### config.mk
export PLATFORM = sky130hd
export DESIGN_NAME = annexb_start_code_splitter_top
export DESIGN_NICKNAME = d
export VERILOG_FILES = /design/src/acsplit_pkg.sv /design/src/acsplit_front.sv /design/src/acsplit_cmd_fifo.sv /design/src/acsplit_back.sv /design/src/annexb_start_code_splitter_top.sv
export VERILOG_INCLUDE_DIRS = /design/src /design/src/src
export SDC_FILE = /design/constraint.sdc
export NUM_CORES = 1
export LEC_CHECK = 0
export ABC_AREA = 1
export BUFFER_PORTS_ARGS = -buffer_cell sky130_fd_sc_hd__buf_2
export CAP_MARGIN = 20
export CORE_ASPECT_RATIO = 0.7
export CORE_MARGIN = 1.5
export CORE_UTILIZATION = 60
export CTS_BUF_LIST = sky130_fd_sc_hd__clkbuf_4 sky130_fd_sc_hd__clkbuf_8 sky130_fd_sc_hd__clkbuf_16
export CTS_CLUSTER_SIZE = 16
export DETAILED_ROUTE_END_ITERATION = 6
export GPL_ROUTABILITY_DRIVEN = 1
export GPL_TIMING_DRIVEN = 0
export PLACE_DENSITY = 0.8
export SKIP_LAST_GASP = 1
export SLEW_MARGIN = 40
export SYNTH_ARGS = -nofsm -noshare
export SYNTH_HDL_FRONTEND = slang
export SYNTH_SLANG_ARGS = --single-unit
### constraint.sdc
create_clock -name clock -period 6.2 [get_ports clock]
set_input_delay 1.24 -clock clock [delete_from_list [all_inputs] [get_ports clock]]
set_output_delay 1.24 -clock clock [all_outputs]
set_load 0.01 [all_outputs]
### src/annexb_start_code_splitter_top_macros.svh
// ============================================================================
// Assertion macros for the start code splitter
// Concurrent assertion wrappers, compiled out when SYNTH is defined.
// ============================================================================
`ifndef ANNEXB_START_CODE_SPLITTER_TOP_MACROS_SVH
`define ANNEXB_START_CODE_SPLITTER_TOP_MACROS_SVH

`ifndef SYNTH
// Same-cycle implication, checked at every rising clock edge out of reset.
`define ACS_ASSERT_IMPL(label, clk, rst, ante, cons) \
   label: assert property (@(posedge clk) disable iff (rst) (ante) |-> (cons)) \
      else $error("start code splitter check failed");
// Next-cycle implication.
`define ACS_ASSERT_NEXT(label, clk, rst, ante, cons) \
   label: assert property (@(posedge clk) disable iff (rst) (ante) |=> (cons)) \
      else $error("start code splitter check failed");
`else
`define ACS_ASSERT_IMPL(label, clk, rst, ante, cons)
`define ACS_ASSERT_NEXT(label, clk, rst, ante, cons)
`endif

`endif

### src/acsplit_pkg.sv
// ============================================================================
// acsplit_pkg
// Shared types and constants of the Annex B start code splitter.
// ============================================================================
package acsplit_pkg;

   localparam int BYTE_W   = 8;
   localparam int LEN_W    = 32;
   localparam int TYPE_W   = 5;
   localparam int INDEX_W  = 32;
   localparam int ZRUN_W   = 3;
   localparam int RELCNT_W = 2;
   localparam int CSR_IDX_W  = 1;
   localparam int CSR_DATA_W = 32;

   // Command queue between the classifier and the result expander.
   localparam int QUEUE_DEPTH = 4;
   localparam int QPTR_W      = $clog2(QUEUE_DEPTH);
   localparam int QCNT_W      = $clog2(QUEUE_DEPTH + 1);

   // Register indexes of the configuration port.
   localparam logic [CSR_IDX_W-1:0] CSR_MAX_UNITS    = 1'd0;
   localparam logic [CSR_IDX_W-1:0] CSR_INSERT_DELIM = 1'd1;

   // Stream byte codes.
   localparam logic [BYTE_W-1:0] BYTE_ZERO = 8'h00;
   localparam logic [BYTE_W-1:0] BYTE_ONE  = 8'h01;
   localparam logic [BYTE_W-1:0] TYPE_MASK = 8'h1F;

   // Unit type of an access unit delimiter.
   localparam logic [TYPE_W-1:0] AUD_TYPE = 5'd9;

   // Zero run states: up to three zeros held, or a released long run.
   localparam logic [ZRUN_W-1:0] ZRUN_HELD_MAX = 3'd3;
   localparam logic [ZRUN_W-1:0] ZRUN_RELEASED = 3'd4;

   localparam logic [LEN_W-1:0]   LEN_MAX   = '1;
   localparam logic [INDEX_W-1:0] INDEX_MAX = '1;

   // Result kinds.
   localparam logic KIND_DATA   = 1'b0;
   localparam logic KIND_RECORD = 1'b1;

   // One command: a number of held zeros to release, then a tail that is
   // either a data byte or an end-of-unit record.
   typedef struct packed {
      logic [RELCNT_W-1:0] rel_cnt;
      logic                is_record;
      logic [BYTE_W-1:0]   data_byte;
      logic                first_unit;
      logic [INDEX_W-1:0]  unit_index;
   } cmd_type;

   // Classifier state, exported for checks.
   typedef struct packed {
      logic [ZRUN_W-1:0]  zero_run;
      logic [INDEX_W-1:0] units_done;
   } front_status_type;

endpackage

### src/acsplit_front.sv
// ============================================================================
// acsplit_front
// Classifies each input word against the zero run and the unit count and
// turns it into at most one command for the back end.
// ============================================================================
module acsplit_front (
   input  logic                                clock,
   input  logic                                reset,
   input  logic                                accept,
   input  logic [acsplit_pkg::BYTE_W-1:0]      in_byte,
   input  logic                                stream_end,
   input  logic [acsplit_pkg::CSR_DATA_W-1:0]  max_units,
   output logic                                cmd_push,
   output acsplit_pkg::cmd_type                cmd,
   output acsplit_pkg::front_status_type       status
);

   logic [acsplit_pkg::ZRUN_W-1:0]   zero_run_ff;
   logic [acsplit_pkg::ZRUN_W-1:0]   zero_run_in;
   logic [acsplit_pkg::INDEX_W-1:0]  units_done_ff;
   logic [acsplit_pkg::INDEX_W-1:0]  units_done_in;
   logic [acsplit_pkg::RELCNT_W-1:0] held_cnt;
   logic [acsplit_pkg::INDEX_W-1:0]  units_next;
   logic                             make_cmd;

   // Held zeros that a release lets out; a long run holds none.
   assign held_cnt = (zero_run_ff <= acsplit_pkg::ZRUN_HELD_MAX)
                     ? zero_run_ff[acsplit_pkg::RELCNT_W-1:0] : '0;

   assign units_next = (units_done_ff == acsplit_pkg::INDEX_MAX)
                       ? units_done_ff : units_done_ff + 1'b1;

   // Classification of one accepted word.
   always_comb begin
      zero_run_in    = zero_run_ff;
      units_done_in  = units_done_ff;
      make_cmd       = 1'b0;
      cmd.rel_cnt    = '0;
      cmd.is_record  = 1'b0;
      cmd.data_byte  = in_byte;
      cmd.first_unit = (units_done_ff == '0);
      cmd.unit_index = units_done_ff;
      if (accept) begin
         if (stream_end) begin
            // Flush held zeros, close the last unit and start over.
            make_cmd      = 1'b1;
            cmd.rel_cnt   = held_cnt;
            cmd.is_record = 1'b1;
            zero_run_in   = '0;
            units_done_in = '0;
         end else if (units_done_ff < max_units) begin
            if (in_byte == acsplit_pkg::BYTE_ZERO) begin
               if (zero_run_ff < acsplit_pkg::ZRUN_HELD_MAX) begin
                  zero_run_in = zero_run_ff + 1'b1;
               end else begin
                  // Fourth zero or later: release everything as data.
                  make_cmd    = 1'b1;
                  cmd.rel_cnt = held_cnt;
                  zero_run_in = acsplit_pkg::ZRUN_RELEASED;
               end
            end else if ((in_byte == acsplit_pkg::BYTE_ONE) &&
                         (zero_run_ff == acsplit_pkg::ZRUN_HELD_MAX)) begin
               // Start code: close the current unit.
               make_cmd       = 1'b1;
               cmd.is_record  = 1'b1;
               cmd.unit_index = units_next;
               units_done_in  = units_next;
               zero_run_in    = '0;
            end else begin
               make_cmd    = 1'b1;
               cmd.rel_cnt = held_cnt;
               zero_run_in = '0;
            end
         end
      end
   end

   assign cmd_push = make_cmd;

   always_ff @(posedge clock) begin
      if (reset) begin
         zero_run_ff   <= '0;
         units_done_ff <= '0;
      end else begin
         zero_run_ff   <= zero_run_in;
         units_done_ff <= units_done_in;
      end
   end

   assign status.zero_run   = zero_run_ff;
   assign status.units_done = units_done_ff;

endmodule

### src/acsplit_cmd_fifo.sv
// ============================================================================
// acsplit_cmd_fifo
// Short command queue that decouples the classifier from the expander.
// ============================================================================
module acsplit_cmd_fifo (
   input  logic                 clock,
   input  logic                 reset,
   input  logic                 push,
   input  acsplit_pkg::cmd_type push_cmd,
   input  logic                 pop,
   output acsplit_pkg::cmd_type head_cmd,
   output logic                 head_valid,
   output logic                 full
);

   acsplit_pkg::cmd_type             cmd_mem_ff [acsplit_pkg::QUEUE_DEPTH];
   logic [acsplit_pkg::QPTR_W-1:0]   wr_ptr_ff;
   logic [acsplit_pkg::QPTR_W-1:0]   wr_ptr_in;
   logic [acsplit_pkg::QPTR_W-1:0]   rd_ptr_ff;
   logic [acsplit_pkg::QPTR_W-1:0]   rd_ptr_in;
   logic [acsplit_pkg::QCNT_W-1:0]   count_ff;
   logic [acsplit_pkg::QCNT_W-1:0]   count_in;
   logic                             do_push;
   logic                             do_pop;

   assign full       = (count_ff == acsplit_pkg::QCNT_W'(acsplit_pkg::QUEUE_DEPTH));
   assign head_valid = (count_ff != '0);
   assign head_cmd   = cmd_mem_ff[rd_ptr_ff];

   assign do_push = push && !full;
   assign do_pop  = pop && head_valid;

   // Pointer and occupancy update.
   always_comb begin
      wr_ptr_in = do_push ? wr_ptr_ff + 1'b1 : wr_ptr_ff;
      rd_ptr_in = do_pop  ? rd_ptr_ff + 1'b1 : rd_ptr_ff;
      count_in  = count_ff;
      if (do_push && !do_pop) begin
         count_in = count_ff + 1'b1;
      end else if (do_pop && !do_push) begin
         count_in = count_ff - 1'b1;
      end
   end

   always_ff @(posedge clock) begin
      if (reset) begin
         wr_ptr_ff <= '0;
         rd_ptr_ff <= '0;
         count_ff  <= '0;
      end else begin
         wr_ptr_ff <= wr_ptr_in;
         rd_ptr_ff <= rd_ptr_in;
         count_ff  <= count_in;
      end
   end

   // Entry storage needs no reset.
   always_ff @(posedge clock) begin
      if (do_push) begin
         cmd_mem_ff[wr_ptr_ff] <= push_cmd;
      end
   end

endmodule

### src/acsplit_back.sv
// ============================================================================
// acsplit_back
// Expands each command into result words, one per cycle while the result
// side pops them, and keeps the length and type of the unit being built.
// ============================================================================
module acsplit_back (
   input  logic                                clock,
   input  logic                                reset,
   input  acsplit_pkg::cmd_type                head_cmd,
   input  logic                                head_valid,
   output logic                                head_pop,
   input  logic                                insert_delimiter,
   input  logic                                rsp_pop,
   output logic                                rsp_valid,
   output logic                                rsp_kind,
   output logic [acsplit_pkg::BYTE_W-1:0]      rsp_out_byte,
   output logic [acsplit_pkg::LEN_W-1:0]       rsp_unit_length,
   output logic [acsplit_pkg::TYPE_W-1:0]      rsp_unit_type,
   output logic [acsplit_pkg::INDEX_W-1:0]     rsp_unit_index,
   output logic                                rsp_delimiter_before,
   output logic                                rsp_last
);

   logic [acsplit_pkg::RELCNT_W-1:0] step_ff;
   logic [acsplit_pkg::RELCNT_W-1:0] step_in;
   logic [acsplit_pkg::LEN_W-1:0]    length_ff;
   logic [acsplit_pkg::LEN_W-1:0]    length_in;
   logic [acsplit_pkg::TYPE_W-1:0]   first_type_ff;
   logic [acsplit_pkg::TYPE_W-1:0]   first_type_in;
   logic                             valid_ff;
   logic                             valid_in;
   logic                             kind_ff;
   logic [acsplit_pkg::BYTE_W-1:0]   byte_ff;
   logic [acsplit_pkg::LEN_W-1:0]    ulen_ff;
   logic [acsplit_pkg::TYPE_W-1:0]   utype_ff;
   logic [acsplit_pkg::INDEX_W-1:0]  uindex_ff;
   logic                             delim_ff;
   logic                             last_ff;

   logic                             slot_free;
   logic                             emit;
   logic                             is_release;
   logic                             is_data;
   logic [acsplit_pkg::BYTE_W-1:0]   data_val;
   logic [acsplit_pkg::TYPE_W-1:0]   data_type;
   logic                             unit_empty;

   assign slot_free  = !valid_ff || rsp_pop;
   assign emit       = head_valid && slot_free;
   assign is_release = (step_ff < head_cmd.rel_cnt);
   assign is_data    = is_release || !head_cmd.is_record;
   assign data_val   = is_release ? acsplit_pkg::BYTE_ZERO : head_cmd.data_byte;
   assign data_type  = data_val[acsplit_pkg::TYPE_W-1:0];
   assign unit_empty = (length_ff == '0);
   assign head_pop   = emit && !is_release;

   // Step through the held zeros, then the tail of the command.
   always_comb begin
      step_in       = step_ff;
      length_in     = length_ff;
      first_type_in = first_type_ff;
      if (emit) begin
         step_in = is_release ? step_ff + 1'b1 : '0;
         if (is_data) begin
            if (unit_empty) begin
               first_type_in = data_type;
            end
            if (length_ff != acsplit_pkg::LEN_MAX) begin
               length_in = length_ff + 1'b1;
            end
         end else begin
            length_in     = '0;
            first_type_in = '0;
         end
      end
   end

   // The output register holds a word until it is popped.
   assign valid_in = emit ? 1'b1 : (rsp_pop ? 1'b0 : valid_ff);

   always_ff @(posedge clock) begin
      if (reset) begin
         step_ff       <= '0;
         length_ff     <= '0;
         first_type_ff <= '0;
         valid_ff      <= 1'b0;
      end else begin
         step_ff       <= step_in;
         length_ff     <= length_in;
         first_type_ff <= first_type_in;
         valid_ff      <= valid_in;
      end
   end

   // Result payload.
   always_ff @(posedge clock) begin
      if (emit) begin
         last_ff <= !is_release;
         if (is_data) begin
            kind_ff   <= acsplit_pkg::KIND_DATA;
            byte_ff   <= data_val;
            ulen_ff   <= '0;
            utype_ff  <= '0;
            uindex_ff <= '0;
            delim_ff  <= unit_empty && head_cmd.first_unit && insert_delimiter &&
                         (data_type != acsplit_pkg::AUD_TYPE);
         end else begin
            kind_ff   <= acsplit_pkg::KIND_RECORD;
            byte_ff   <= '0;
            ulen_ff   <= length_ff;
            utype_ff  <= unit_empty ? '0 : first_type_ff;
            uindex_ff <= head_cmd.unit_index;
            delim_ff  <= 1'b0;
         end
      end
   end

   assign rsp_valid            = valid_ff;
   assign rsp_kind             = kind_ff;
   assign rsp_out_byte         = byte_ff;
   assign rsp_unit_length      = ulen_ff;
   assign rsp_unit_type        = utype_ff;
   assign rsp_unit_index       = uindex_ff;
   assign rsp_delimiter_before = delim_ff;
   assign rsp_last             = last_ff;

endmodule

### src/annexb_start_code_splitter_top.sv
// An input word's first result passes the command queue, then the expander's
// output register. Throughput: one input word per cycle while each gives at
// most one result, the command queue has room and the result side pops; a word
// that releases held zeros gives up to four results, one per cycle while popped,
// set by the single output register of the expander (four-entry command queue).
// Reset: synchronous active high; clears control state, sets max_units to all ones.
// ============================================================================
// annexb_start_code_splitter_top
// Splits an Annex B byte stream into units at four-byte start codes.
// ============================================================================
`include "annexb_start_code_splitter_top_macros.svh"

module annexb_start_code_splitter_top (
   input  logic                                clock,
   input  logic                                reset,
   // Input queue side
   input  logic                                req_push,
   output logic                                req_full,
   input  logic [acsplit_pkg::BYTE_W-1:0]      req_in_byte,
   input  logic                                req_stream_end,
   // Result queue side
   output logic                                rsp_empty,
   input  logic                                rsp_pop,
   output logic                                rsp_kind,
   output logic [acsplit_pkg::BYTE_W-1:0]      rsp_out_byte,
   output logic [acsplit_pkg::LEN_W-1:0]       rsp_unit_length,
   output logic [acsplit_pkg::TYPE_W-1:0]      rsp_unit_type,
   output logic [acsplit_pkg::INDEX_W-1:0]     rsp_unit_index,
   output logic                                rsp_delimiter_before,
   output logic                                rsp_last,
   // Configuration
   input  logic                                csr_we,
   input  logic [acsplit_pkg::CSR_IDX_W-1:0]   csr_index,
   input  logic [acsplit_pkg::CSR_DATA_W-1:0]  csr_wdata
);

   logic [acsplit_pkg::CSR_DATA_W-1:0] max_units_ff;
   logic [acsplit_pkg::CSR_DATA_W-1:0] max_units_in;
   logic                               insert_delim_ff;
   logic                               insert_delim_in;

   logic                               accept;
   logic                               cmd_push;
   acsplit_pkg::cmd_type               push_cmd;
   acsplit_pkg::cmd_type               head_cmd;
   logic                               head_valid;
   logic                               head_pop;
   logic                               fifo_full;
   logic                               rsp_valid;
   acsplit_pkg::front_status_type      front_status;

   // Configuration registers.
   always_comb begin
      max_units_in    = max_units_ff;
      insert_delim_in = insert_delim_ff;
      if (csr_we) begin
         case (csr_index)
            acsplit_pkg::CSR_MAX_UNITS:    max_units_in    = csr_wdata;
            acsplit_pkg::CSR_INSERT_DELIM: insert_delim_in = csr_wdata[0];
            default: ;
         endcase
      end
   end

   always_ff @(posedge clock) begin
      if (reset) begin
         max_units_ff    <= '1;
         insert_delim_ff <= 1'b0;
      end else begin
         max_units_ff    <= max_units_in;
         insert_delim_ff <= insert_delim_in;
      end
   end

   // A word is taken whenever the command queue has room.
   assign req_full = fifo_full;
   assign accept   = req_push && !fifo_full;

   acsplit_front u_front (
      .clock      (clock),
      .reset      (reset),
      .accept     (accept),
      .in_byte    (req_in_byte),
      .stream_end (req_stream_end),
      .max_units  (max_units_ff),
      .cmd_push   (cmd_push),
      .cmd        (push_cmd),
      .status     (front_status)
   );

   acsplit_cmd_fifo u_cmd_fifo (
      .clock      (clock),
      .reset      (reset),
      .push       (cmd_push),
      .push_cmd   (push_cmd),
      .pop        (head_pop),
      .head_cmd   (head_cmd),
      .head_valid (head_valid),
      .full       (fifo_full)
   );

   acsplit_back u_back (
      .clock                (clock),
      .reset                (reset),
      .head_cmd             (head_cmd),
      .head_valid           (head_valid),
      .head_pop             (head_pop),
      .insert_delimiter     (insert_delim_ff),
      .rsp_pop              (rsp_pop),
      .rsp_valid            (rsp_valid),
      .rsp_kind             (rsp_kind),
      .rsp_out_byte         (rsp_out_byte),
      .rsp_unit_length      (rsp_unit_length),
      .rsp_unit_type        (rsp_unit_type),
      .rsp_unit_index       (rsp_unit_index),
      .rsp_delimiter_before (rsp_delimiter_before),
      .rsp_last             (rsp_last)
   );

   assign rsp_empty = !rsp_valid;

   // A record always closes the results of its input word.
   `ACS_ASSERT_IMPL(a_record_is_last, clock, reset, !rsp_empty && rsp_kind, rsp_last)
   // The delimiter flag only rides on data words.
   `ACS_ASSERT_IMPL(a_delim_on_data, clock, reset, !rsp_empty && rsp_delimiter_before, !rsp_kind)
   // The classifier never produces a command the queue cannot take.
   `ACS_ASSERT_IMPL(a_no_cmd_overflow, clock, reset, cmd_push, !fifo_full)
   // Stream end returns the classifier to its reset state.
   `ACS_ASSERT_NEXT(a_end_clears, clock, reset, accept && req_stream_end, front_status == '0)

endmodule

# == Yosys cells after proc, flatten, opt, wreduce, memory -nomap -nowiden ==
# Memory sizes are Yosys's and may differ from the RTL's. A register that Yosys moved wholly into a read port is not among the register bits.
# Index checks and enable logic that the tools add are counted.
# word_totals
register_bits,195
latch_bits,0
mem_bits_rw,176
rom_bits,0
in_bits,47
output_inout_bits,82
word_cells,115
mem_count,1
# memory_table
memory,depth,word_bits,rd,rd_clocked_by_memory_dff,write_ports,line,text
u_cmd_fifo.cmd_mem_ff,4,44,1,1,1,acsplit_cmd_fifo.sv:16,acsplit_pkg::cmd_type cmd_mem_ff [acsplit_pkg::QUEUE_DEPTH];
# op_classes
n_addsub,8
multipliers,0
div_mod_pow,0
order_cmp,4
n_eq_ne,8
shifts,0
muxes,40
bitwise_logic,2
reduce_logical,33
# op_table
operator,n
32-bit 2-to-1 mux,9
"32-bit by 1-bit adder with 32-bit output, second input constant",2
32-bit zero test,2
"32-bit == test, second input constant",1
32-bit < comparator,1
"32-bit != test, second input constant",1
3-bit 2-to-1 mux,9
5-bit 2-to-1 mux,3
2-bit 2-to-1 mux,7
1-bit 2-to-1 mux,12
1-bit logical AND,11
2-bit AND reduction,5
"8-bit by 1-bit == test with 1-bit output, second input constant",1
8-bit zero test,1
"2-bit by 1-bit adder with 2-bit output, second input constant",3
"3-bit by 1-bit adder with 3-bit output, second input constant",2
1-bit zero test,6
2-bit nonzero test,3
"5-bit by 4-bit != test with 1-bit output, second input constant",1
"2-bit != test, second input constant",2
2-bit OR reduction,2
"3-bit by 2-bit == test with 1-bit output, second input constant",1
"3-bit == test, second input constant",1
"3-bit by 2-bit <= comparator with 1-bit output, second input constant",1
6 further kinds,8

# == Logic depth before layout (Yosys ltp) ==
# depth
word_depth,11
depth_mapped,23
mapped_depth_nobuf,23

# == By module ==
# A second synthesis with hierarchy kept.
# unflattened
hier_cells,2025
area_unflattened_um2,18069.8
# by_module_without_submodules
module,n_inst,cells_per_inst,area_each_um2,seq_area_each_um2
acsplit_cmd_fifo,1,494,7091.8,5465.2
acsplit_back,1,726,5784.3,3203.1
acsplit_front,1,651,3828.7,700.7
annexb_start_code_splitter_top,1,154,1365.1,660.6

# == Worst setup path before layout ==
# OpenSTA, ideal clock, no wires.
# synth_timing
path_kind,in2reg
start,in rsp_pop
end,reg u_cmd_fifo.count_ff[1] (netlist bit)
setup_time_ns,0.120
arrival_ns,4.327
required_time_ns,6.080
setup_slack_ns,1.753
path_stages,10
path_buffers,0
cell_sequence,nor2_1 > a31oi_4 > inv_1 > nor2_2 > inv_2 > ha_1 > inv_1 > fa_1 > o21ai_0 > a21oi_1
# synth_via
elab_chain_cells,7
elab_cells_between_ends,9
classes_between,1 x mux; 8 x reduce/logical
# synth_rtl
item,line,text
start: declaration,annexb_start_code_splitter_top.sv:23,"input logic rsp_pop,"
1-bit logical OR,acsplit_back.sv:48,assign slot_free = !valid_ff || rsp_pop;
1-bit logical AND,acsplit_back.sv:49,assign emit = head_valid && slot_free;
net u_back.emit,acsplit_back.sv:41,logic emit;
1-bit logical AND,acsplit_back.sv:55,assign head_pop = emit && !is_release;
1-bit logical AND,acsplit_cmd_fifo.sv:31,assign do_pop = pop && head_valid;
1-bit zero test,acsplit_cmd_fifo.sv:38,if (do_push && !do_pop) begin
1-bit logical AND,acsplit_cmd_fifo.sv:38,
3-bit 2-to-1 mux,acsplit_cmd_fifo.sv:38,
net u_cmd_fifo.count_in (one bit),acsplit_cmd_fifo.sv:22,logic [acsplit_pkg::QCNT_W-1:0] count_in;
end signal: assignment,acsplit_cmd_fifo.sv:53,count_ff <= count_in;
end: declaration,acsplit_cmd_fifo.sv:21,logic [acsplit_pkg::QCNT_W-1:0] count_ff;
# The timed path passes the listed nets, and every way through them passes these cells.
# A chain may end at the register's enable or synchronous reset.

==> flow_summary.toml <==
[min_path]
hold_start = "u_back.first_type_ff[2]"
hold_depth = 2
min_to = "u_back.first_type_ff[2]"
worstHoldPathType = "flip-flop to flip-flop"

[global_route]
gr-usage-all-layers = 0.3343
grt_max_degree = 20
overflow = 0
grt_pass1_wl_um = 73210
grt_pass1_vias = 12940
antenna_found_initial = 0

[critical_path]
cp-end-kind = "flip-flop"
critPathKind = "flip-flop to flip-flop"
reg2reg_depth = 18
cp_max_fo = 10
cp_top_family = "buffers and inverters"
cp.arrival_ps = 4580
startpoint_type = "flip-flop"
critPathBufInv = 6
crit_chain = "inv_1 -> buf_2 -> clkbuf_1 -> clkbuf_1 -> a21oi_1 -> a32o_1 -> ha_1 -> a21oi_4 -> nor2_2 -> inv_2 -> ha_1 -> inv_1 -> fa_1 -> nor2_1 -> nor2_1 -> nand2_1 -> o21ai_0 -> a21oi_1"
timing.rr.end = "u_cmd_fifo.count_ff[2]"
cp_slowest_cell = "clkbuf_1"
max_stage_delay_ps = 510
r2r_slack_ps = 2080
required_ps = 6660

[synth]
ys.flop_type = "edfxtp_1"
synthCells = 1794
async_flop_share = 0
netlist_area_um2 = 16950
synth_seq_area_share = 0.5918
ys_types = 45
syn_avg_cell_area_um2 = 9.446
synth_edf_count = 256
synth-seq-cells = 373
syn_nets = 1885
ys.warnings.count = 0

[die]
num_rows = 51
die-area_um2 = 29280
die_y_um = 143.6
initial_core_util = 0.6105
die_w_um = 203.9
io_pins = 129
core_um2 = 27760

[placed_design]
gp_congestion = 0.9762
dp_hpwl_um = 35090
io_buffers = 127

[sta]
post-route-period-util = 0.6649
rsz0062_at_grt = "no"
finalClockSkew_ps = 23.09
slew_violations = 0
tightestPinTransition_ps = 850.6
relSlewSlack = 0.4329
fmax_mhz = 242.6
hold_viol_final = 0
fin_crit_ps = 4122
setup_violations = 0

[run]
maxCapViolCount = 0

[clocking]
cts_tree = "yes"
cts_sinks = 373
cts-root-buf = "clkbuf_16"
clock_path_buffers = 3
cts-buffers-inserted = 36
cts_setup_buffers = 0
cts.reportedPaths.clkPinSlew_ps = 60
cts_resized = 0
clkLatencyLatePin_ps = 540
htree_levels = 2
cts_hold_buf = 0

[detailed_routing]
drc_errors = 0
wl_um = 48460
drt_pass1_iterations = 6
drtIter0Drc = 1891
vias = 14130
postRouteAntennaNets = 0
via_per_inst = 5.958
wl_per_cell_um = 20.44

[layout]
drive_gt1_frac = 0.1430
fillers = 2089
final_common_cell = "nor2_1"
area_delta_synth_final_pct = 15.62
fin_util = 0.7058
final_cell_mix = "nor2_1, nand2_1, edfxtp_1"
fin_nets = 2064
antenna_cells = 0

[pwr]
power_leakage_nw = 7.761
peakVddDrop_mv = 0.3562
power_w = 0.008041
p_per_area_nw_per_um2 = 410.4

[outcome]
status = "finished clean"
==> through the flow <==
stage	hold WS, ps	worst slack, ps	instance area [um2]	cells	TNS (ps)
2_1_floorplan	430.1	1753	16950	1794	0
3_3_place_gp	445.0	-75.56	18050	2292	-5280
3_5_place_dp	453.5	2078	18370	2306	0
4_1_cts	463.2	2127	19590	2371	0
5_1_grt	478.4	1783	19590	2371	0
6_report	457.6	2078	19590	2371	0
==> cells by family after synthesis <==
group / share of synthesized area
DFF: 0.5918
buffers and inverters: 0.05789
and+or+nand+nor: 0.2205
adders and majority gates: 0.03293
xor gates and xnor gates: 0.009820
AOI/OAI and AO/OA: 0.08705
==> cell type report <==
class	count	area, um2	area share
clock inverter	15	167.7	0.008557
multi-input combinational	1179	5978	0.3051
timing repair buffer	141	917.1	0.04681
tap	371	464.2	0.02369
buffer	75	355.3	0.01814
sequential	373	10030	0.5119
inverter	167	626.9	0.03199
clock buffer	50	1054	0.05377
==> state kept, by name, summed over array words and instances, names as in the netlist, named ones only <==
signal,cells
insert_delim_ff,1
max_units_ff,32
u_back.first_type_ff,5
u_back.length_ff,32
u_back.rsp_delimiter_before,1
u_back.rsp_kind,1
u_back.rsp_last,1
u_back.rsp_out_byte,8
u_back.rsp_unit_index,32
u_back.rsp_unit_length,32
u_back.rsp_unit_type,5
u_back.rsp_valid,1
u_back.step_ff,2
u_cmd_fifo.cmd_mem_ff,176
u_cmd_fifo.count_ff,3
u_cmd_fifo.rd_ptr_ff,2
u_cmd_fifo.wr_ptr_ff,2
u_front.units_done_ff,32
u_front.zero_run_ff,3
==> cell usage after synthesis (18+ instances only) <==
library cell	count	area share
nor4_1	20	0.0074
nand4_1	55	0.020
a21oi_1	80	0.024
buf_2	18	0.0053
nand2_1	296	0.066
o21ai_0	114	0.034
nor2_1	325	0.072
ha_1	43	0.032
edfxtp_1	256	0.45
dfxtp_1	117	0.14
xor2_1	19	0.0098
clkbuf_1	37	0.0082
nand3_1	105	0.031
nor3_1	32	0.0095
inv_1	160	0.035
o211ai_1	31	0.014
==> where the power goes <==
part,internal (W),switching (W)
registers,0.00325,0.000133
logic,0.000718,0.00166
clock network,0.00133,0.000957
total,0.00529,0.00275
==> how the worst max path moves through the flow <==
stage | depth (start not counted) | start | endpoint | slack, ps
finish | 18 | flip-flop | u_cmd_fifo.count_ff[2] | 2080
global route | 18 | flip-flop | u_cmd_fifo.count_ff[2] | 1780
CTS | 18 | flip-flop | u_cmd_fifo.count_ff[2] | 2130
detailed placement | 15 | req_push | u_cmd_fifo.count_ff[2] | 2080
global placement | 7 | req_push | u_cmd_fifo.cmd_mem_ff[3][18] | -80
floorplan | 10 | rsp_pop | u_cmd_fifo.count_ff[1] | 1750
==> routing by layer <==
metal  GRT usage  wire [um]  share of wire  vias to the layer above
met5           0          0              0                        -
met4     0.09162       1052          0.022                        0
met3     0.08821       6074           0.13                       80
met2      0.4617      19470           0.40                      846
met1      0.5144      21860           0.45                     6732
li1            -          -              -                     6468
==> tightest hold or removal path: stages, from the launching register on <==
cell     delay (ps)
dfxtp_1         300
inv_1            60
a21oi_1          60
No activity file was read; power rests on OpenSTA's default activity.
